`src/rtl/cbmb_pkg.sv`:
```
// ----------------------------------------------------------------------------
// cbmb_pkg
// shared constants, tables and types of the colour bar / multiburst generator
// ----------------------------------------------------------------------------
package cbmb_pkg;

	localparam int CBMB_LINE_SAMPLES = 720;
	localparam int CBMB_FRAME_ROWS   = 576;

	localparam int CBMB_ADDR_W = 6;
	localparam int CBMB_DATA_W = 64;
	localparam int CBMB_PAIR_W = 48;

	// register indexes
	localparam logic [2:0] REG_BARS_WY      = 3'd0;
	localparam logic [2:0] REG_BARS_CG      = 3'd1;
	localparam logic [2:0] REG_BARS_MR      = 3'd2;
	localparam logic [2:0] REG_BARS_BK      = 3'd3;
	localparam logic [2:0] REG_BOX_ENABLE   = 3'd4;
	localparam logic [2:0] REG_BOX_BOTTOM   = 3'd5;

	localparam logic [9:0] BOX_BOTTOM_RST   = 10'd218;

	localparam int BOX_X0     = 180;
	localparam int BOX_X1     = 540;
	localparam int BURST_X0   = 112;
	localparam int BURST_LEN  = 96;
	localparam int BURST_STEP = 100;
	localparam int BURST_CNT  = 6;

	localparam logic [7:0] LUMA_BLACK = 8'd16;
	localparam logic [7:0] LUMA_WHITE = 8'd235;
	localparam logic [7:0] LUMA_MID   = 8'd126;
	localparam logic [7:0] CHROMA_MID = 8'd128;

	// burst luma source
	localparam logic [1:0] BL_CONST = 2'd0;
	localparam logic [1:0] BL_P27   = 2'd1;
	localparam logic [1:0] BL_P45   = 2'd2;

	// reciprocals for the phase remainder
	localparam logic [10:0] RECIP27 = 11'd1214;  // 2^15 / 27, rounded up
	localparam logic [10:0] RECIP45 = 11'd1457;  // 2^16 / 45, rounded up

	localparam logic [4:0] BURST_STEPS [BURST_CNT] = '{5'd1, 5'd2, 5'd4, 5'd6, 5'd8, 5'd16};

	localparam logic [7:0] PER27 [27] = '{
		8'd126, 8'd141, 8'd156, 8'd168, 8'd179, 8'd187, 8'd191, 8'd192, 8'd189,
		8'd183, 8'd174, 8'd162, 8'd149, 8'd134, 8'd118, 8'd103, 8'd90,  8'd78,
		8'd69,  8'd63,  8'd60,  8'd61,  8'd65,  8'd73,  8'd84,  8'd96,  8'd111};

	localparam logic [7:0] PER45 [45] = '{
		8'd126, 8'd135, 8'd144, 8'd153, 8'd161, 8'd168, 8'd175, 8'd181, 8'd185,
		8'd189, 8'd191, 8'd192, 8'd192, 8'd190, 8'd187, 8'd183, 8'd178, 8'd172,
		8'd165, 8'd157, 8'd149, 8'd140, 8'd131, 8'd121, 8'd112, 8'd103, 8'd95,
		8'd87,  8'd80,  8'd74,  8'd69,  8'd65,  8'd62,  8'd60,  8'd60,  8'd61,
		8'd63,  8'd67,  8'd71,  8'd77,  8'd84,  8'd91,  8'd99,  8'd108, 8'd117};

	typedef struct packed {
		logic       en;
		logic [9:0] bottom;
	} cbmb_box_t;

endpackage

```
`src/rtl/cbmb_cfg.sv`:
```
// ----------------------------------------------------------------------------
// cbmb_cfg
// register port: bar colour memory with per-entry valid bits, box registers
// ----------------------------------------------------------------------------
module cbmb_cfg (
	input  logic                                 clk,
	input  logic                                 arst_n,
	input  logic                                 psel,
	input  logic                                 penable,
	input  logic                                 pwrite,
	input  logic [cbmb_pkg::CBMB_ADDR_W-1:0]     paddr,
	input  logic [cbmb_pkg::CBMB_DATA_W-1:0]     pwdata,
	output logic [cbmb_pkg::CBMB_DATA_W-1:0]     prdata,
	output logic                                 pready,
	input  logic [1:0]                           rd_addr,
	output logic [cbmb_pkg::CBMB_PAIR_W-1:0]     rd_pair,
	output cbmb_pkg::cbmb_box_t                  box
);
	import cbmb_pkg::*;

	logic [CBMB_PAIR_W-1:0] mem [4];
	logic [3:0]             vld_q;
	logic [CBMB_PAIR_W-1:0] pix_rd_q;
	logic                   pix_vld_q;
	logic [CBMB_PAIR_W-1:0] apb_rd_q;
	logic                   apb_vld_q;
	logic [2:0]             apb_idx_q;
	logic                   box_en_q;
	logic [9:0]             box_bottom_q;
	logic [2:0]             idx;
	logic                   wr_en;
	logic                   wr_mem;

	assign pready = 1'b1;
	assign idx    = paddr[5:3];
	assign wr_en  = psel & penable & pwrite & pready;
	assign wr_mem = wr_en && (idx inside {[REG_BARS_WY:REG_BARS_BK]});

	always_ff @(posedge clk) begin
		if (wr_mem) begin
			mem[idx[1:0]] <= pwdata[CBMB_PAIR_W-1:0];
		end
		pix_rd_q <= mem[rd_addr];
		apb_rd_q <= mem[idx[1:0]];
	end

	always_ff @(posedge clk or negedge arst_n) begin
		if (!arst_n) begin
			vld_q        <= '0;
			pix_vld_q    <= 1'b0;
			apb_vld_q    <= 1'b0;
			apb_idx_q    <= '0;
			box_en_q     <= 1'b1;
			box_bottom_q <= BOX_BOTTOM_RST;
		end else begin
			pix_vld_q <= vld_q[rd_addr];
			if (psel && !penable) begin
				apb_idx_q <= idx;
				apb_vld_q <= vld_q[idx[1:0]];
			end
			if (wr_mem) begin
				vld_q[idx[1:0]] <= 1'b1;
			end
			if (wr_en && idx == REG_BOX_ENABLE) begin
				box_en_q <= pwdata[0];
			end
			if (wr_en && idx == REG_BOX_BOTTOM) begin
				box_bottom_q <= pwdata[9:0];
			end
		end
	end

	assign rd_pair    = pix_vld_q ? pix_rd_q : '0;
	assign box.en     = box_en_q;
	assign box.bottom = box_bottom_q;

	always_comb begin
		case (apb_idx_q)
			REG_BARS_WY, REG_BARS_CG, REG_BARS_MR, REG_BARS_BK: begin
				prdata = apb_vld_q ? 64'(apb_rd_q) : '0;
			end
			REG_BOX_ENABLE: prdata = 64'(box_en_q);
			REG_BOX_BOTTOM: prdata = 64'(box_bottom_q);
			default:        prdata = '0;
		endcase
	end

endmodule

```
`src/rtl/cbmb_burst.sv`:
```
// ----------------------------------------------------------------------------
// cbmb_burst
// multiburst luma: burst/offset split, phase product, remainder, period table
// ----------------------------------------------------------------------------
module cbmb_burst (
	input  logic       clk,
	input  logic [9:0] pixel_x,
	output logic [7:0] luma
);
	import cbmb_pkg::*;

	logic [9:0]  rel;
	logic [9:0]  n;
	logic [2:0]  k;
	logic [1:0]  mode;
	logic [7:0]  cval;

	logic [1:0]  mode_s1, mode_s2, mode_s3;
	logic [7:0]  cval_s1, cval_s2, cval_s3;
	logic [2:0]  k_s1;
	logic [6:0]  n_s1;
	logic [10:0] p;
	logic [10:0] p_s2, p_s3;
	logic [21:0] prod;
	logic [5:0]  q;
	logic [5:0]  q_s3;
	logic [10:0] r;

	// split the line into burst number and offset
	always_comb begin
		rel  = pixel_x - 10'(BURST_X0);
		k    = '0;
		for (int j = 1; j <= BURST_CNT; j++) begin
			if (rel >= 10'(j * BURST_STEP)) begin
				k = 3'(j);
			end
		end
		n    = rel - 10'(k) * 10'(BURST_STEP);
		mode = BL_CONST;
		cval = LUMA_MID;
		if (pixel_x < 10'd48) begin
			cval = LUMA_BLACK;
		end else if (pixel_x < 10'd96) begin
			cval = LUMA_WHITE;
		end else if (pixel_x < 10'(BURST_X0)) begin
			cval = LUMA_MID;
		end else if (k == 3'(BURST_CNT) || n >= 10'(BURST_LEN)) begin
			cval = LUMA_MID;
		end else if (k == 3'(BURST_CNT - 1)) begin
			mode = BL_P45;
		end else begin
			mode = BL_P27;
		end
	end

	always_ff @(posedge clk) begin
		mode_s1 <= mode;
		cval_s1 <= cval;
		k_s1    <= k;
		n_s1    <= n[6:0];
	end

	assign p = (mode_s1 == BL_CONST) ? '0 : 11'(BURST_STEPS[k_s1]) * 11'(n_s1);

	always_ff @(posedge clk) begin
		mode_s2 <= mode_s1;
		cval_s2 <= cval_s1;
		p_s2    <= p;
	end

	always_comb begin
		if (mode_s2 == BL_P45) begin
			prod = 22'(p_s2) * 22'(RECIP45);
			q    = prod[21:16];
		end else begin
			prod = 22'(p_s2) * 22'(RECIP27);
			q    = prod[20:15];
		end
	end

	always_ff @(posedge clk) begin
		mode_s3 <= mode_s2;
		cval_s3 <= cval_s2;
		p_s3    <= p_s2;
		q_s3    <= q;
	end

	always_comb begin
		r = '0;
		case (mode_s3)
			BL_P27: begin
				r    = p_s3 - 11'(q_s3) * 11'd27;
				luma = PER27[r[4:0]];
			end
			BL_P45: begin
				r    = p_s3 - 11'(q_s3) * 11'd45;
				luma = PER45[r[5:0]];
			end
			default: luma = cval_s3;
		endcase
	end

endmodule

```
`src/rtl/colour_bar_multiburst_pixel_gen_unit.sv`:
```
// ----------------------------------------------------------------------------
// colour_bar_multiburst_pixel_gen_unit
// 4:2:2 colour bar and multiburst test pattern, one sample per coordinate
//
//  channel  | signals                                  | direction
//  ---------+------------------------------------------+----------
//  pixel    | start, busy, pixel_x, pixel_y            | in
//  sample   | done, luma, chroma                       | out
//  regs     | psel, penable, pwrite, paddr, pwdata,    | in / out
//           | prdata, pready                           |
//
// one coordinate per clock; busy stays low
// a sample leaves on done after the s1, s2 and s3 stage registers and the output register,
// which carry the bar colour memory read and the three-stage burst phase path
// reset clears the pipeline valids and the colour memory valid bits
// done cannot be held off; the pipeline never stalls
// ----------------------------------------------------------------------------
module colour_bar_multiburst_pixel_gen_unit #(
	parameter int LINE_SAMPLES = cbmb_pkg::CBMB_LINE_SAMPLES,
	parameter int FRAME_ROWS   = cbmb_pkg::CBMB_FRAME_ROWS
) (
	input  logic                             clk,
	input  logic                             arst_n,
	input  logic                             start,
	output logic                             busy,
	input  logic [9:0]                       pixel_x,
	input  logic [9:0]                       pixel_y,
	output logic                             done,
	output logic [7:0]                       luma,
	output logic [7:0]                       chroma,
	input  logic                             psel,
	input  logic                             penable,
	input  logic                             pwrite,
	input  logic [cbmb_pkg::CBMB_ADDR_W-1:0] paddr,
	input  logic [cbmb_pkg::CBMB_DATA_W-1:0] pwdata,
	output logic [cbmb_pkg::CBMB_DATA_W-1:0] prdata,
	output logic                             pready
);
	import cbmb_pkg::*;

	localparam int BAR_W   = ((LINE_SAMPLES / 8) > 0) ? (LINE_SAMPLES / 8) : 1;
	localparam int BAND_Y0 = FRAME_ROWS * 3 / 4;
	localparam int BAND_Y1 = FRAME_ROWS * 7 / 8;
	localparam int BOX_Y0  = FRAME_ROWS / 4;

	cbmb_box_t              box;
	logic [CBMB_PAIR_W-1:0] rd_pair;
	logic                   take;
	logic [2:0]             bar;
	logic                   in_band;
	logic                   in_box;
	logic [11:0]            x_ext;
	logic [11:0]            y_ext;
	logic [7:0]             burst_luma;

	logic                   vld_s1, vld_s2, vld_s3;
	logic                   band_s1, band_s2, band_s3;
	logic                   box_s1;
	logic                   odd_s1;
	logic                   hi_s1;
	logic [23:0]            colour;
	logic [7:0]             luma_c;
	logic [7:0]             chroma_c;
	logic [7:0]             luma_s2, luma_s3;
	logic [7:0]             chroma_s2, chroma_s3;
	logic                   done_q;
	logic [7:0]             luma_q;
	logic [7:0]             chroma_q;

	assign busy  = 1'b0;
	assign take  = start & ~busy;
	assign x_ext = 12'(pixel_x);
	assign y_ext = 12'(pixel_y);

	always_comb begin
		bar = '0;
		for (int i = 1; i < 8; i++) begin
			if (x_ext >= 12'(i * BAR_W)) begin
				bar = 3'(i);
			end
		end
	end

	assign in_band = (y_ext >= 12'(BAND_Y0)) && (y_ext < 12'(BAND_Y1));
	assign in_box  = box.en && (pixel_x >= 10'(BOX_X0)) && (pixel_x < 10'(BOX_X1)) &&
	                 (y_ext >= 12'(BOX_Y0)) && (pixel_y < box.bottom);

	cbmb_cfg u_cfg (
		.clk     (clk),
		.arst_n  (arst_n),
		.psel    (psel),
		.penable (penable),
		.pwrite  (pwrite),
		.paddr   (paddr),
		.pwdata  (pwdata),
		.prdata  (prdata),
		.pready  (pready),
		.rd_addr (bar[2:1]),
		.rd_pair (rd_pair),
		.box     (box)
	);

	cbmb_burst u_burst (
		.clk     (clk),
		.pixel_x (pixel_x),
		.luma    (burst_luma)
	);

	always_ff @(posedge clk or negedge arst_n) begin
		if (!arst_n) begin
			vld_s1 <= 1'b0;
			vld_s2 <= 1'b0;
			vld_s3 <= 1'b0;
			done_q <= 1'b0;
		end else begin
			vld_s1 <= take;
			vld_s2 <= vld_s1;
			vld_s3 <= vld_s2;
			done_q <= vld_s3;
		end
	end

	always_ff @(posedge clk) begin
		band_s1 <= in_band;
		box_s1  <= in_box;
		odd_s1  <= pixel_x[0];
		hi_s1   <= bar[0];
	end

	// colour word from memory, box and band override
	always_comb begin
		colour = hi_s1 ? rd_pair[47:24] : rd_pair[23:0];
		if (band_s1) begin
			luma_c   = LUMA_MID;
			chroma_c = CHROMA_MID;
		end else if (box_s1) begin
			luma_c   = LUMA_BLACK;
			chroma_c = CHROMA_MID;
		end else begin
			luma_c   = colour[7:0];
			chroma_c = odd_s1 ? colour[23:16] : colour[15:8];
		end
	end

	always_ff @(posedge clk) begin
		band_s2   <= band_s1;
		luma_s2   <= luma_c;
		chroma_s2 <= chroma_c;
		band_s3   <= band_s2;
		luma_s3   <= luma_s2;
		chroma_s3 <= chroma_s2;
		luma_q    <= band_s3 ? burst_luma : luma_s3;
		chroma_q  <= chroma_s3;
	end

	assign done   = done_q;
	assign luma   = luma_q;
	assign chroma = chroma_q;

endmodule

```
`config.mk`:
```
export PLATFORM = sky130hd
export DESIGN_NAME = colour_bar_multiburst_pixel_gen_unit
export DESIGN_NICKNAME = d
export VERILOG_FILES = /design/src/rtl/cbmb_pkg.sv /design/src/rtl/cbmb_cfg.sv /design/src/rtl/cbmb_burst.sv /design/src/rtl/colour_bar_multiburst_pixel_gen_unit.sv
export SDC_FILE = /design/constraint.sdc
export NUM_CORES = 1
export LEC_CHECK = 0
export BUFFER_PORTS_ARGS = -buffer_cell sky130_fd_sc_hd__buf_2
export CORE_MARGIN = 2
export CORE_UTILIZATION = 30
export DETAILED_ROUTE_END_ITERATION = 10
export GPL_TIMING_DRIVEN = 1
export PLACE_DENSITY = 0.43
export SLEW_MARGIN = 20
export SYNTH_ARGS = -nofsm -noshare
export SYNTH_HDL_FRONTEND = slang
export SYNTH_SLANG_ARGS = --single-unit
```
`constraint.sdc`:
```
create_clock -name clk -period 12.95 [get_ports clk]
set_input_delay 2.59 -clock clk [delete_from_list [all_inputs] [get_ports clk]]
set_output_delay 2.59 -clock clk [all_outputs]
set_load 0.02 [all_outputs]
```
# [Word-level counts from Yosys, hierarchy flattened]
# Memories as Yosys holds them, arrays and structs flattened. A register that Yosys moved wholly into a read port is not among the register bits.
# Index checks and enable logic that the tools add are counted.
[totals] out_inout_bits=83 latchBits=0 rom_bits=808 memories=4 ramBits=192 word_cells=153 register_bits=141 inputBits=96
[op_classes] reduce_logical=18 n_mul=6 n_addsub=4 n_eq_ne=12 muxes=38 bitwise_logic=6 shifts=0 order_cmp=31 div_mod_pow=0
[mem_list] memory="(name not given)" depth=64 width=8 rd=1 rd_clocked_by_memory_dff=0 wr=0 line_no="cbmb_burst.sv:97" source="luma = PER45[r[5:0]];"
[mem_list] memory="(name not given)" depth=32 width=8 rd=1 rd_clocked_by_memory_dff=0 wr=0 line_no="cbmb_burst.sv:93" source="luma = PER27[r[4:0]];"
[mem_list] memory="u_cfg.mem" depth=4 width=48 rd=2 rd_clocked_by_memory_dff=2 wr=1 line_no="cbmb_cfg.sv:21" source="logic [CBMB_PAIR_W-1:0] mem [4];"
[mem_list] memory="(name not given)" depth=8 width=5 rd=1 rd_clocked_by_memory_dff=0 wr=0 line_no="cbmb_burst.sv:63" source="assign p = (mode_s1 == BL_CONST) ? '0 : 11'(BURST_STEPS[k_s1]) * 11'(n_s1);"
[op_table] op="$pmux 64 s3" count=1
[op_table] op="$mux 48" count=2
[op_table] op="$ge 10x9->1 const B" count=7
[op_table] op="$mux 8" count=7
[op_table] op="$ge 10x8->1 const B" count=4
[op_table] op="$ge 10x10->1 const B" count=3
[op_table] op="$ge 10x7->1 const B" count=3
[op_table] op="$mux 24" count=1
[op_table] op="$mul 11x11->22 const B" count=1
[op_table] op="$mux 3" count=7
[op_table] op="$lt 10x7->1 const B" count=2
[op_table] op="$mul 11x10->20 const B" count=1
[op_table] op="$eq 3x3->1 const B" count=6
[op_table] op="$pmux 8 s2" count=1
[op_table] op="$logic_and 1x1->1" count=11
[op_table] op="$mul 5x7->11" count=1
[op_table] op="$lt 10x10->1" count=1
[op_table] op="$lt 10x10->1 const B" count=1
[op_table] op="$lt 10x6->1 const B" count=1
[op_table] op="$lt 10x9->1 const B" count=1
[op_table] op="$mux 2" count=5
[op_table] op="$mux 5" count=2
[op_table] op="$sub 10x10->10" count=1
[op_table] op="$sub 10x7->10 const B" count=1
[op_table] op="other kinds (32)" count=44

# [Depth between registers and ports, before layout]
# Gate-level depths: netlist (run 1).
[logic_depth] depth_word=13 depth_mapped=19 ltp_nobuf=18

# [By module]
# A second synthesis (run 1) with hierarchy kept.
[unflattened] hier_cells=1746 hier_area_um2=22550.4
[modules_own_cells] module="cbmb_cfg" cells_each=591 area_each_um2=11648.7 n_inst=1
[modules_own_cells] module="cbmb_burst" cells_each=979 area_each_um2=8748.4 n_inst=1
[modules_own_cells] module="colour_bar_multiburst_pixel_gen_unit" cells_each=176 area_each_um2=2153.3 n_inst=1

# [Worst setup path after synthesis (run 1)]
# No wires, ideal clock.
[synth_timing] path_kind="input-to-reg" start="input paddr[3] (netlist name)" end="register u_cfg.vld_q[1]" setup_slack_ps=4027 setup_ps=95 cell_stages=4 arrival_time_ps=8827 path_buffers=2 cell_sequence="buf_1 buf_2 nor4b_1 or2_2"
[synth_via] elab_chain_len=5 word_cells_on_any_way=10
[synth_lines] element="from (decl)" line_no="colour_bar_multiburst_pixel_gen_unit.sv:34" source="input logic [cbmb_pkg::CBMB_ADDR_W-1:0] paddr,"
[synth_lines] element="$lt 2x3->1 (implied by the code) or $ge 2x1->1 (tied branches)" line_no="cbmb_cfg.sv:62" source="vld_q[idx[1:0]] <= 1'b1;"
[synth_lines] element="$logic_and 1x1->1 (implied by the code)" line_no="cbmb_cfg.sv:62"
[synth_lines] element="$mux 1 (implied by the code)" line_no="cbmb_cfg.sv:62"
[synth_lines] element="$demux 1 s2"
[synth_lines] element="$or 4x4->4 (no source line)"
[synth_lines] element="to (signal assigned)" line_no="cbmb_cfg.sv:49" source="vld_q <= '0;"
[synth_lines] element="to (signal, indexed assignment)" line_no="cbmb_cfg.sv:62"
[synth_lines] element="to (decl)" line_no="cbmb_cfg.sv:22" source="logic [3:0] vld_q;"
# Parallel ways exist; a longest one is shown, timed or not.
# A chain may end at the register's enable or synchronous reset.

# [Final worst setup path (run 1)]
[layout_timing] start="input pixel_x[5]" end="register u_burst.mode_s1[1]"
[layout_via] elab_chain_len=13 word_cells_on_any_way=24
[layout_lines] element="from (decl)" line_no="colour_bar_multiburst_pixel_gen_unit.sv:26" source="input logic [9:0] pixel_x,"
[layout_lines] element="$sub 10x7->10 (*)" line_no="cbmb_burst.sv:31" source="rel = pixel_x - 10'(BURST_X0);"
[layout_lines] element="$ge 10x7->1" line_no="cbmb_burst.sv:34" source="if (rel >= 10'(j * BURST_STEP)) begin"
[layout_lines] element="$mux 1" line_no="cbmb_burst.sv:34"
[layout_lines] element="$mux 2 (2 in a row)" line_no="cbmb_burst.sv:34"
[layout_lines] element="$mux 3 (2 in a row)" line_no="cbmb_burst.sv:34"
[layout_lines] element="$mux 3 (*)" line_no="cbmb_burst.sv:34"
[layout_lines] element="named net u_burst.k[0]" line_no="cbmb_burst.sv:14" source="logic [2:0] k;"
[layout_lines] element="$mul 3x5->8" line_no="cbmb_burst.sv:38" source="n = rel - 10'(k) * 10'(BURST_STEP);"
[layout_lines] element="$sub 10x10->10" line_no="cbmb_burst.sv:38"
[layout_lines] element="$ge 10x7->1" line_no="cbmb_burst.sv:47" source="end else if (k == 3'(BURST_CNT) || n >= 10'(BURST_LEN)) begin"
[layout_lines] element="$logic_or 1x1->1" line_no="cbmb_burst.sv:47"
[layout_lines] element="$reduce_or 4->1 (no source line)"
[layout_lines] element="to (signal assigned)" line_no="cbmb_burst.sv:57" source="mode_s1 <= mode;"
[layout_lines] element="to (decl)" line_no="cbmb_burst.sv:18" source="logic [1:0] mode_s1, mode_s2, mode_s3;"
# The timed path passes the listed nets; every way through them passes the cells marked *.

==> flow_metrics.env, run 1 <==
export IMPL_syn_instance_count=1866
export IMPL_fin_ws_ps=6431
export IMPL_grt_start_max_net_pins=53
export IMPL_cpLargestDelayFamily="adder cells"
export IMPL_worstHoldPathType="reg2reg"
export IMPL_critPathRequiredTime_ps=13460
export IMPL_relSlewSlack=0.3357
export IMPL_root_buffer="clkbuf_16"
export IMPL_cts_num_sinks=416
export IMPL_netlist_top_cells_area="edfxtp_1 26%, dfxtp_1 18%, ha_1 12%"
export IMPL_core_area_um2=74070
export IMPL_timing_worst_setup_path_type="in2reg"
export IMPL_grt_pass1_vias=15030
export IMPL_antenna_found_initial=11
export IMPL_crit_arrival_ps=7030
export IMPL_cts_hold_fix_buffers=0
export IMPL_yosysWarnings=0
export IMPL_cpPeakStageDelay_ps=430
export IMPL_yosysSeqAreaShare=0.4640
export IMPL_postSynthAreaPerCell_um2=11.99
export IMPL_grt_first_pass_wirelength_mm=90.34
export IMPL_ys_ff_latch=416
export IMPL_post_cts_resized=0
export IMPL_wl_per_cell_um=19.80
export IMPL_post_cts_setup_buffer_count=0
export IMPL_yosysTopAreaCell="edfxtp_1"
export IMPL_grt_use_total=0.1541
export IMPL_tritoncts="built"
export IMPL_synth_cell_types=88
export IMPL_insertion_delay_ps=610
export IMPL_fp_row_count=100
export IMPL_syn_cell_area_um2=22370
export IMPL_syn2layout_area_growth_pct=14.42
export IMPL_period_minus_slack_ps=6519
export IMPL_crit_fanout=11
export IMPL_status="completed"
export IMPL_io_buffer_count=141
export IMPL_finalSetupViolations=0
export IMPL_die_h_um=277.0
export IMPL_drt_first_pass_iters=5
export IMPL_fin_area_um2=25590
export IMPL_ant_nets=0
export IMPL_clk_path_buf_depth=3
export IMPL_cp_start_kind="input pin"
export IMPL_synthArstFlopShare=0.05769
export IMPL_synthFlopType="dfxtp_1"
export IMPL_drv_cap=0
export IMPL_worst_path_max_delay_cell="ha_1"
export IMPL_synth_top_area_frac=0.2578
export IMPL_instances_no_fill=3004
export IMPL_place_ws_ps=5822
export IMPL_gp_congestion=0.8175
export IMPL_tns_ps=0
export IMPL_cts_htree_levels=2
export IMPL_finalClockSkew_ps=49.51
export IMPL_synth_edf_count=192
export IMPL_nNetsFinal=2385
export IMPL_hold_viol=0
export IMPL_cts_made_buffers=45
export IMPL_vias=14430
export IMPL_final_max_slew_violation_count=0
export IMPL_dp_hpwl_mm=40.02
export IMPL_drc=0
export IMPL_die_w_um=277.0
export IMPL_drive_gt1_frac=0.1928
export IMPL_placed_area_um2=24050
export IMPL_cp_num_buf_inv=2
export IMPL_rsz0062_at_grt="no"
export IMPL_max_freq_ghz=0.1534
export IMPL_path_clk_slew_ps=60
export IMPL_viasPerCell=4.803
export IMPL_worstMarginPinSlew_ps=992.9
export IMPL_dieArea_um2=76750
export IMPL_peakVddDrop_mv=0.1524
export IMPL_pwr_density_cell_nw_per_um2=216.7
export IMPL_io_pins=179
export IMPL_timing_final_crit_share=0.5034
export IMPL_drt_iter0_markers=807
export IMPL_place_inst=2918
export IMPL_overflow=0
export IMPL_endpoint_kind="register"
export IMPL_drt_total_wl_mm=59.47
export IMPL_p_leak_nw=11.18
export IMPL_path_cells="buf_2, ha_1, a21oi_1, xnor2_2, inv_1, maj3_1, a2111oi_0, nor3_1, nand2b_1, ha_1, fa_1, nor2b_1, o21ai_0, a21boi_0, o41ai_1, nor4b_1, o21ai_1, nor3_1"
export IMPL_fillers=7347
export IMPL_initial_utilization=0.3019
## power by group
| part | internal, mW | switching (mW) | total, mW |
|---|---|---|---|
| Clock | 0.751 | 0.553 | 1.30 |
| Sequential | 1.47 | 0.0839 | 1.56 |
| Combinational | 1.03 | 1.66 | 2.68 |
## final timing paths
path / from / to / slack (ps) / cells after the start
worst max-delay path: pixel_x[5] / u_burst.mode_s1[1]$_SDFF_PP0_ / 6430 / 18
worst min-delay path: chroma_s3[5]$_DFF_P_ / chroma[5]$_DFF_P_ / 320 / 0
worst max register to register: u_burst.p_s2[4]$_SDFF_PN0_ / u_burst.q_s3[5]$_DFF_P_ / 7550 / 15
worst min register to register: chroma_s3[5]$_DFF_P_ / chroma[5]$_DFF_P_ / 320 / 0
max in group asynchronous: arst_n / u_cfg.vld_q[3]$_DFFE_PN0P_ / 10530 / 1
min in group asynchronous: arst_n / u_cfg.box_bottom_q[8]$_DFFE_PN0P_ / 1990 / 1
## final cells by class
class | instances | area, um2 | share of cell area
Antenna cell | 2 | 5.005 | 0.0001956
Clock buffer | 59 | 1249 | 0.04880
Clock inverter | 25 | 279.0 | 0.01090
Inverter | 216 | 810.8 | 0.03168
Multi-Input combinational cell | 1163 | 10850 | 0.4240
Sequential cell | 416 | 10380 | 0.4055
Tap cell | 969 | 1212 | 0.04738
Timing Repair Buffer | 154 | 805.8 | 0.03149
## cells in the final DEF (no fill, tap or decap), types with 15 or more instances in the layout
| cell type | count |
|---|---|
| fa_1 | 86 |
| a21oi_1 | 46 |
| edfxtp_1 | 192 |
| conb_1 | 18 |
| nor3_1 | 21 |
| nand2_1 | 162 |
| nand3_1 | 70 |
| mux2_2 | 16 |
| dfxtp_1 | 200 |
| a31oi_1 | 15 |
| mux4_2 | 57 |
| dfrtp_1 | 18 |
| xor2_1 | 15 |
| nor2b_1 | 15 |
| ha_1 | 207 |
| and2_1 | 54 |
| o21ai_0 | 37 |
| inv_1 | 213 |
| clkbuf_16 | 45 |
| buf_2 | 140 |
| xnor2_1 | 33 |
| nor2_1 | 48 |
| a21o_1 | 18 |
| o221a_2 | 48 |
## cells by family after synthesis
group / share of synthesized area
DFF: 0.4640
adders and majority gates: 0.1932
other: 0.0003358
and+or+nand+nor: 0.09606
buffers and inverters: 0.05673
xor gates and xnor gates: 0.02338
AOI/OAI and AO/OA: 0.09388
muxes: 0.07239
## registers in the layout (all words and copies together), names as in the netlist, 3 cells and up
| name | count |
|---|---|
| chroma | 8 |
| chroma_s2 | 8 |
| chroma_s3 | 8 |
| luma | 8 |
| luma_s2 | 8 |
| luma_s3 | 8 |
| u_burst.cval_s1 | 4 |
| u_burst.cval_s2 | 4 |
| u_burst.cval_s3 | 4 |
| u_burst.k_s1 | 3 |
| u_burst.n_s1 | 7 |
| u_burst.p_s2 | 11 |
| u_burst.p_s3 | 6 |
| u_burst.q_s3 | 6 |
| u_cfg.apb_idx_q | 3 |
| u_cfg.apb_rd_q | 48 |
| u_cfg.box_bottom_q | 10 |
| u_cfg.mem | 192 |
| u_cfg.pix_rd_q | 48 |
| u_cfg.vld_q | 4 |
## routing by layer
metal	share of wire	wire, um	vias to the layer above	track usage
met5	0.00099	59	-	0
met4	0.015	879	10	0.02996
met3	0.040	2402	66	0.02809
met2	0.49	29190	263	0.2665
met1	0.45	26940	7234	0.2019
li1	-	-	6856	-
## per-stage QoR
step           hold slack (ps)    util  power (mW)
3_5_place_dp             312.1  0.3247       4.241
2_1_floorplan            309.6       -       3.729
5_1_grt                  332.4  0.3455       5.980
3_3_place_gp             314.1  0.3247       4.240
4_1_cts                  325.5  0.3453       5.581
6_report                 322.6  0.3455       5.544
## worst reg2reg max path, stage by stage (launching register included)
cell and delay, ps:
dfxtp_1 770, ha_1 370, inv_1 140, fa_1 460, fa_1 550, inv_1 60, fa_1 510, fa_1 490
ha_1 280, o21ai_0 100, a211oi_1 290, o211ai_1 210, a31oi_1 450, a21oi_1 160, xnor2_1 270, mux2i_1 110
## Yosys cell counts (10+ instances only)
library cell	n
a211oi_1	12
o221a_2	48
nor2_1	49
buf_4	19
dfrtp_1	18
nand2_1	163
buf_2	20
xnor2_1	33
fa_1	86
xor2_1	16
a21o_1	18
and3_1	14
dfxtp_1	200
and2_1	54
nor3_1	21
inv_1	213
o21ai_0	37
o211ai_1	10
clkbuf_1	43
nor2b_1	16
a22o_1	11
a31oi_1	15
mux4_2	57
a21oi_1	47
edfxtp_1	192
mux2_2	16
mux2i_1	13
nand3_1	70
ha_1	207
No activity file was read; power rests on OpenSTA's default activity.
==> run 2: changes to the inputs <==
==> constraint.sdc (replaced) <==
create_clock -name clk -period 6.4 [get_ports clk]
set_input_delay 1.28 -clock clk [delete_from_list [all_inputs] [get_ports clk]]
set_output_delay 1.28 -clock clk [all_outputs]
set_load 0.02 [all_outputs]
==> run 2 against run 1 <==
Against the previous run: clock skew down 13 ps; critical path depth down 3; hold slack worse by 5.1 ps; register-to-register slack worse by 6600 ps; first-iteration DRC count down 10%; sequential power up 100%; critical endpoint is now u_burst.q_s3[5]$_DFF_P_; largest cell class unchanged.
==> flow_metrics.env, run 2 (same netlist as run 1, synthesis figures left out) <==
export IMPL_grt_start_max_net_pins=52
export IMPL_finalClockSkew_ps=36.50
export IMPL_p_leak_nw=11.21
export IMPL_final_common_cell="inv_1"
export IMPL_drive_gt1_frac=0.1919
export IMPL_grt_first_pass_wirelength_mm=91.83
export IMPL_antenna_found_initial=9
export IMPL_pwr_share_clk=0.238
export IMPL_cts_num_sinks=416
export IMPL_drv_cap=0
export IMPL_cp_start_kind="register"
export IMPL_die_h_um=277.0
export IMPL_hold_depth=0
export IMPL_drt_total_wl_mm=59.30
export IMPL_die_w_um=277.0
export IMPL_p_seq_frac=0.277
export IMPL_gp_congestion=0.8093
export IMPL_worst_path_max_delay_cell="dfxtp_1"
export IMPL_finalSetupViolations=0
export IMPL_syn2layout_area_growth_pct=14.82
export IMPL_status="completed"
export IMPL_worstHoldPathType="reg2reg"
export IMPL_timing_final_crit_share=0.8501
export IMPL_wl_met1_mm=27.36
export IMPL_root_buffer="clkbuf_16"
export IMPL_drc=0
export IMPL_wl_met2_mm=28.40
export IMPL_top_layer_used="met5"
export IMPL_endpoint_kind="register"
export IMPL_dieArea_um2=76750
export IMPL_wl_per_cell_um=19.71
export IMPL_cts_htree_levels=2
export IMPL_viasPerCell=4.807
export IMPL_nNetsFinal=2389
export IMPL_clk_path_buf_depth=3
export IMPL_holdWs_ps=317.5
export IMPL_hp_start="luma_s2[7]$_SDFF_PP0_"
export IMPL_pwr_density_cell_nw_per_um2=441.4
export IMPL_internal_power_mw=6.681
export IMPL_worstMarginPinSlew_ps=1067
export IMPL_fp_row_count=100
export IMPL_path_clk_slew_ps=60
export IMPL_ant_nets=0
export IMPL_drt_iter0_markers=724
export IMPL_met3_length_mm=2.555
export IMPL_grt_use_total=0.1551
export IMPL_rsz0062_at_grt="no"
export IMPL_cp_num_buf_inv=2
export IMPL_switching_share=0.4106
export IMPL_rr_worst_depth=15
export IMPL_timing_rr_start="u_burst.p_s2[9]$_SDFF_PN0_"
export IMPL_fin_ws_ps=959.6
export IMPL_period_minus_slack_ps=5440
export IMPL_timing_worst_setup_path_type="reg2reg"
export IMPL_initial_utilization=0.3019
export IMPL_power_mw=11.34
export IMPL_cts_hold_fix_buffers=0
export IMPL_final_max_slew_violation_count=0
export IMPL_p_switching_mw=4.655
export IMPL_path_cells="fa_1, fa_1, inv_1, fa_1, fa_1, inv_1, fa_1, ha_1, and4_1, a21oi_1, o211ai_1, a41o_1, o41ai_1, xnor2_1, mux2i_1"
export IMPL_cts_made_buffers=46
export IMPL_vias=14460
export IMPL_post_cts_resized=0
export IMPL_insertion_delay_ps=600
export IMPL_hold_viol=0
export IMPL_fin_area_um2=25680
export IMPL_mostFrequentLayoutCells="213 x inv_1, 207 x ha_1, 200 x dfxtp_1"
export IMPL_io_buffer_count=141
export IMPL_io_pins=179
export IMPL_peakVddDrop_mv=0.4920
export IMPL_cpLargestDelayFamily="adder cells"
export IMPL_core_area_um2=74070
export IMPL_combinationalPowerShare=0.485
export IMPL_post_cts_setup_buffer_count=0
export IMPL_grt_pass1_vias=15020
export IMPL_cp_num_cells=15
export IMPL_crit_start="u_burst.p_s2[9]$_SDFF_PN0_"
export IMPL_relSlewSlack=0.2864
export IMPL_crit_arrival_ps=5870
export IMPL_place_ws_ps=708.6
export IMPL_overflow=0
export IMPL_critPathRequiredTime_ps=6830
export IMPL_drt_first_pass_iters=5
export IMPL_tritoncts="built"
export IMPL_largest_reg_flops=192
export IMPL_tns_ps=0
export IMPL_max_freq_ghz=0.1838
export IMPL_path_common_cell="fa_1"
export IMPL_cpPeakStageDelay_ps=770
export IMPL_dp_hpwl_mm=40.42
export IMPL_placed_area_um2=24100
export IMPL_crit_fanout=11
-- run 2: cell types whose count changed in the layout (fill, tap and decap cells not counted), sizes merged --
cell,before,now
buf,154,157
diode,2,1
clkbuf,59,66
inv,218,219
clkinv,18,11
clkinvlp,2,3
-- run 2: layout make-up --
cell class,count,area [um2]
Clock buffer,66,1319
Antenna cell,1,2.502
Tap cell,969,1212
Inverter,216,810.8
Multi-Input combinational cell,1163,10870
Timing Repair Buffer,157,828.3
Clock inverter,20,260.3
Sequential cell,416,10380
Fill cell,7376,48390
-- run 2: final timing paths --
path	slack, ps	end
worst min-delay path	320	luma_s3[7]$_DFF_P_
worst max register to register	960	u_burst.q_s3[5]$_DFF_P_
worst min register to register	320	luma_s3[7]$_DFF_P_
min in group asynchronous	700	u_cfg.box_bottom_q[5]$_DFFE_PN0P_
worst max-delay path	960	u_burst.q_s3[5]$_DFF_P_
max in group asynchronous	5280	u_cfg.vld_q[1]$_DFFE_PN0P_
-- run 2: power groups by stage --
stage,Combinational [mW],Clock (mW),Sequential [mW]
after floorplan,4.40,0,3.15
after global placement,5.46,0,3.20
after detailed placement,5.46,0,3.20
after CTS,5.52,2.78,3.15
after global routing,6.17,2.90,3.17
final,5.50,2.69,3.14
-- run 2: through the flow --
| step | utilization | std cells |
|---|---|---|
| 3_5_place_dp | 0.3253 | 2921 |
| 2_1_floorplan | - | 1882 |
| 5_1_grt | 0.3467 | 3008 |
| 3_3_place_gp | 0.3253 | 2921 |
| 4_1_cts | 0.3467 | 3007 |
| 6_report | 0.3467 | 3008 |
-- run 2: metal layers --
layer,GRT usage,vias to the layer above
li1,-,6881
met1,0.2102,7202
met5,0,-
met2,0.2599,300
met4,0.03094,8
met3,0.02767,69
==> run 3: changes to the inputs <==
--- a/config.mk
+++ b/config.mk
@@ -6,11 +6,13 @@
 export NUM_CORES = 1
 export LEC_CHECK = 0
 export BUFFER_PORTS_ARGS = -buffer_cell sky130_fd_sc_hd__buf_2
+export CORE_ASPECT_RATIO = 0.7
 export CORE_MARGIN = 2
-export CORE_UTILIZATION = 30
+export CORE_UTILIZATION = 61
 export DETAILED_ROUTE_END_ITERATION = 10
 export GPL_TIMING_DRIVEN = 1
-export PLACE_DENSITY = 0.43
+export PLACE_DENSITY = 0.78
+export REMOVE_ABC_BUFFERS = 1
 export SLEW_MARGIN = 20
 export SYNTH_ARGS = -nofsm -noshare
 export SYNTH_HDL_FRONTEND = slang
==> run 3 against run 2 <==
Against the previous run: sequential power hardly changed; routed wire length is 16% lower; register-to-register slack better by 97 ps; clock-buffer cell count down 7; combinational power fell by 2%; largest power group unchanged; global-route usage is 11 points higher; core utilization up 34 points; critical path depth unchanged; highest routed layer is now met4; critical endpoint unchanged; power decreased by 4.7%; clock power shrank 16%; first-iteration DRC count rose by 78%; non-clock buffer count increased by 1.
==> flow_metrics.env, run 3 (same netlist as run 1, synthesis figures left out) <==
export IMPL_status="completed"
export IMPL_syn2layout_area_growth_pct=10.61
export IMPL_met2_usage=0.4268
export IMPL_drt_first_pass_iters=7
export IMPL_cts_hold_fix_buffers=0
export IMPL_pwr_density_cell_nw_per_um2=436.7
export IMPL_final_common_cell="inv_1"
export IMPL_p_seq_frac=0.290
export IMPL_p_switching_mw=4.458
export IMPL_finalClockSkew_ps=19.98
export IMPL_holdPathEnd="u_burst.cval_s3[4]$_DFF_P_"
export IMPL_dieArea_um2=38240
export IMPL_overflow=0
export IMPL_critPathRequiredTime_ps=6780
export IMPL_cts_num_sinks=416
export IMPL_fin_util=0.6873
export IMPL_initial_utilization=0.6214
export IMPL_grt_first_pass_wirelength_mm=78.70
export IMPL_instances_no_fill=2512
export IMPL_gr_usage_met3=0.05747
export IMPL_hold_depth=0
export IMPL_dp_hpwl_mm=34.58
export IMPL_ant_nets=0
export IMPL_drive_gt1_frac=0.1868
export IMPL_drt_total_wl_mm=49.82
export IMPL_hold_viol=0
export IMPL_cts_htree_levels=2
export IMPL_drt_iter0_markers=1287
export IMPL_post_cts_resized=0
export IMPL_period_minus_slack_ps=5343
export IMPL_crit_fanout=11
export IMPL_root_buffer="clkbuf_16"
export IMPL_fillers=2582
export IMPL_io_buffer_count=141
export IMPL_crit_arrival_ps=5730
export IMPL_relSlewSlack=0.3104
export IMPL_tritoncts="built"
export IMPL_pwr_share_clk=0.210
export IMPL_worst_path_max_delay_cell="dfxtp_1"
export IMPL_p_leak_nw=11.06
export IMPL_grtUsageMet1=0.3749
export IMPL_nNetsFinal=2383
export IMPL_largest_reg_flops=192
export IMPL_core_area_um2=35990
export IMPL_cts_made_buffers=39
export IMPL_wl_per_cell_um=19.83
export IMPL_place_inst=2433
export IMPL_timing_rr_start="u_burst.p_s2[9]$_SDFF_PN0_"
export IMPL_drv_cap=0
export IMPL_worstHoldPathType="reg2reg"
export IMPL_path_cells="fa_1, fa_1, inv_1, fa_1, fa_1, inv_1, fa_1, ha_1, and4_1, a21oi_1, o211ai_1, a41o_1, o41ai_1, xnor2_1, mux2i_1"
export IMPL_path_clk_slew_ps=60
export IMPL_cp_num_buf_inv=2
export IMPL_cpLargestDelayFamily="adder cells"
export IMPL_rsz0062_at_grt="no"
export IMPL_finalSetupViolations=0
export IMPL_gp_congestion=0.9168
export IMPL_peakVddDrop_mv=0.4534
export IMPL_cp_start_kind="register"
export IMPL_drc=0
export IMPL_endpoint_kind="register"
export IMPL_combinationalPowerShare=0.500
export IMPL_rr_worst_depth=15
export IMPL_grt_start_max_net_pins=52
export IMPL_worstMarginPinSlew_ps=1031
export IMPL_insertion_delay_ps=550
export IMPL_die_w_um=232.9
export IMPL_final_max_slew_violation_count=0
export IMPL_path_common_cell="fa_1"
export IMPL_io_pins=179
export IMPL_post_cts_setup_buffer_count=0
export IMPL_reg2reg_to="u_burst.q_s3[5]$_DFF_P_"
export IMPL_ff2ff_setup_slack_ps=1060
export IMPL_viasPerCell=5.865
export IMPL_timing_final_crit_share=0.8349
export IMPL_fp_row_count=58
export IMPL_internal_power_mw=6.346
export IMPL_mostFrequentLayoutCells="213 x inv_1, 207 x ha_1, 200 x dfxtp_1"
export IMPL_hp_start="u_burst.cval_s2[4]$_DFF_P_"
export IMPL_antenna_found_initial=8
export IMPL_switching_share=0.4126
export IMPL_grt_pass1_vias=14780
export IMPL_max_freq_ghz=0.1871
export IMPL_die_h_um=164.2
export IMPL_vias=14730
export IMPL_clk_path_buf_depth=3
export IMPL_timing_worst_setup_path_type="reg2reg"
export IMPL_cpPeakStageDelay_ps=710
export IMPL_top_usage_layer="met2"
export IMPL_grt_use_total=0.2676
[run 3: cell type report]
cell class,count,area [um2],area share
Multi-Input combinational cell,1163,10840,0.4380
Sequential cell,416,10380,0.4195
Timing Repair Buffer,158,835.8,0.03379
Clock inverter,12,117.6,0.004754
Inverter,216,810.8,0.03277
Antenna cell,8,20.02,0.0008092
Clock buffer,59,1141,0.04613
Tap cell,480,600.6,0.02428
[run 3: worst max path at each step]
stage | start | to | slack (ps) | cells after the start
final | u_burst.p_s2[9]$_SDFF_PN0_ | u_burst.q_s3[5]$_DFF_P_ | 1060 | 15
after floorplan | pwrite | u_cfg.vld_q[1]$_DFFE_PN0P_ | -690 | 3
after global placement | pixel_x[5] | u_burst.mode_s1[1]$_SDFF_PP0_ | 940 | 18
after detailed placement | pixel_x[5] | u_burst.mode_s1[0]$_SDFF_PP0_ | 810 | 18
after CTS | u_burst.p_s2[9]$_SDFF_PN0_ | u_burst.q_s3[5]$_DFF_P_ | 1060 | 15
after global routing | u_burst.p_s2[9]$_SDFF_PN0_ | u_burst.q_s3[5]$_DFF_P_ | 750 | 15
[run 3: stage by stage]
stage	hold WS (ps)	power, mW	cell area [um2]	TNS (ps)	worst slack (ps)
2_1_floorplan	309.6	7.184	21970	-43670	-688.4
3_3_place_gp	311.7	8.379	23460	0	944.5
3_5_place_dp	312.1	8.463	23460	0	806.7
4_1_cts	319.5	10.74	24720	0	1060
5_1_grt	322.0	11.54	24730	0	751.1
6_report	320.4	10.80	24740	0	1057
[run 3: power groups by stage]
stage | registers (mW) | logic (mW) | clock network, mW
finish | 3.14 | 5.40 | 2.27
global route | 3.16 | 5.98 | 2.40
CTS | 3.14 | 5.31 | 2.29
detailed placement | 3.19 | 5.27 | 0
global placement | 3.18 | 5.20 | 0
floorplan | 3.15 | 4.03 | 0
[run 3: layer usage]
metal	part of all wire	vias to the layer above
met1	0.44	7261
li1	-	6860
met4	0.021	0
met2	0.46	538
met3	0.079	74
met5	0	-
[run 3: worst reg2reg max path: cells and delay by family (launching register included)]
| kind | cells | cell delay (ps) |
|---|---|---|
| compound gates | 4 | 1050 |
| xor+xnor | 1 | 200 |
| fa+ha+maj | 6 | 2840 |
| buf+inv | 2 | 110 |
| flops | 1 | 710 |
| mux | 1 | 90 |
| simple gates | 1 | 210 |
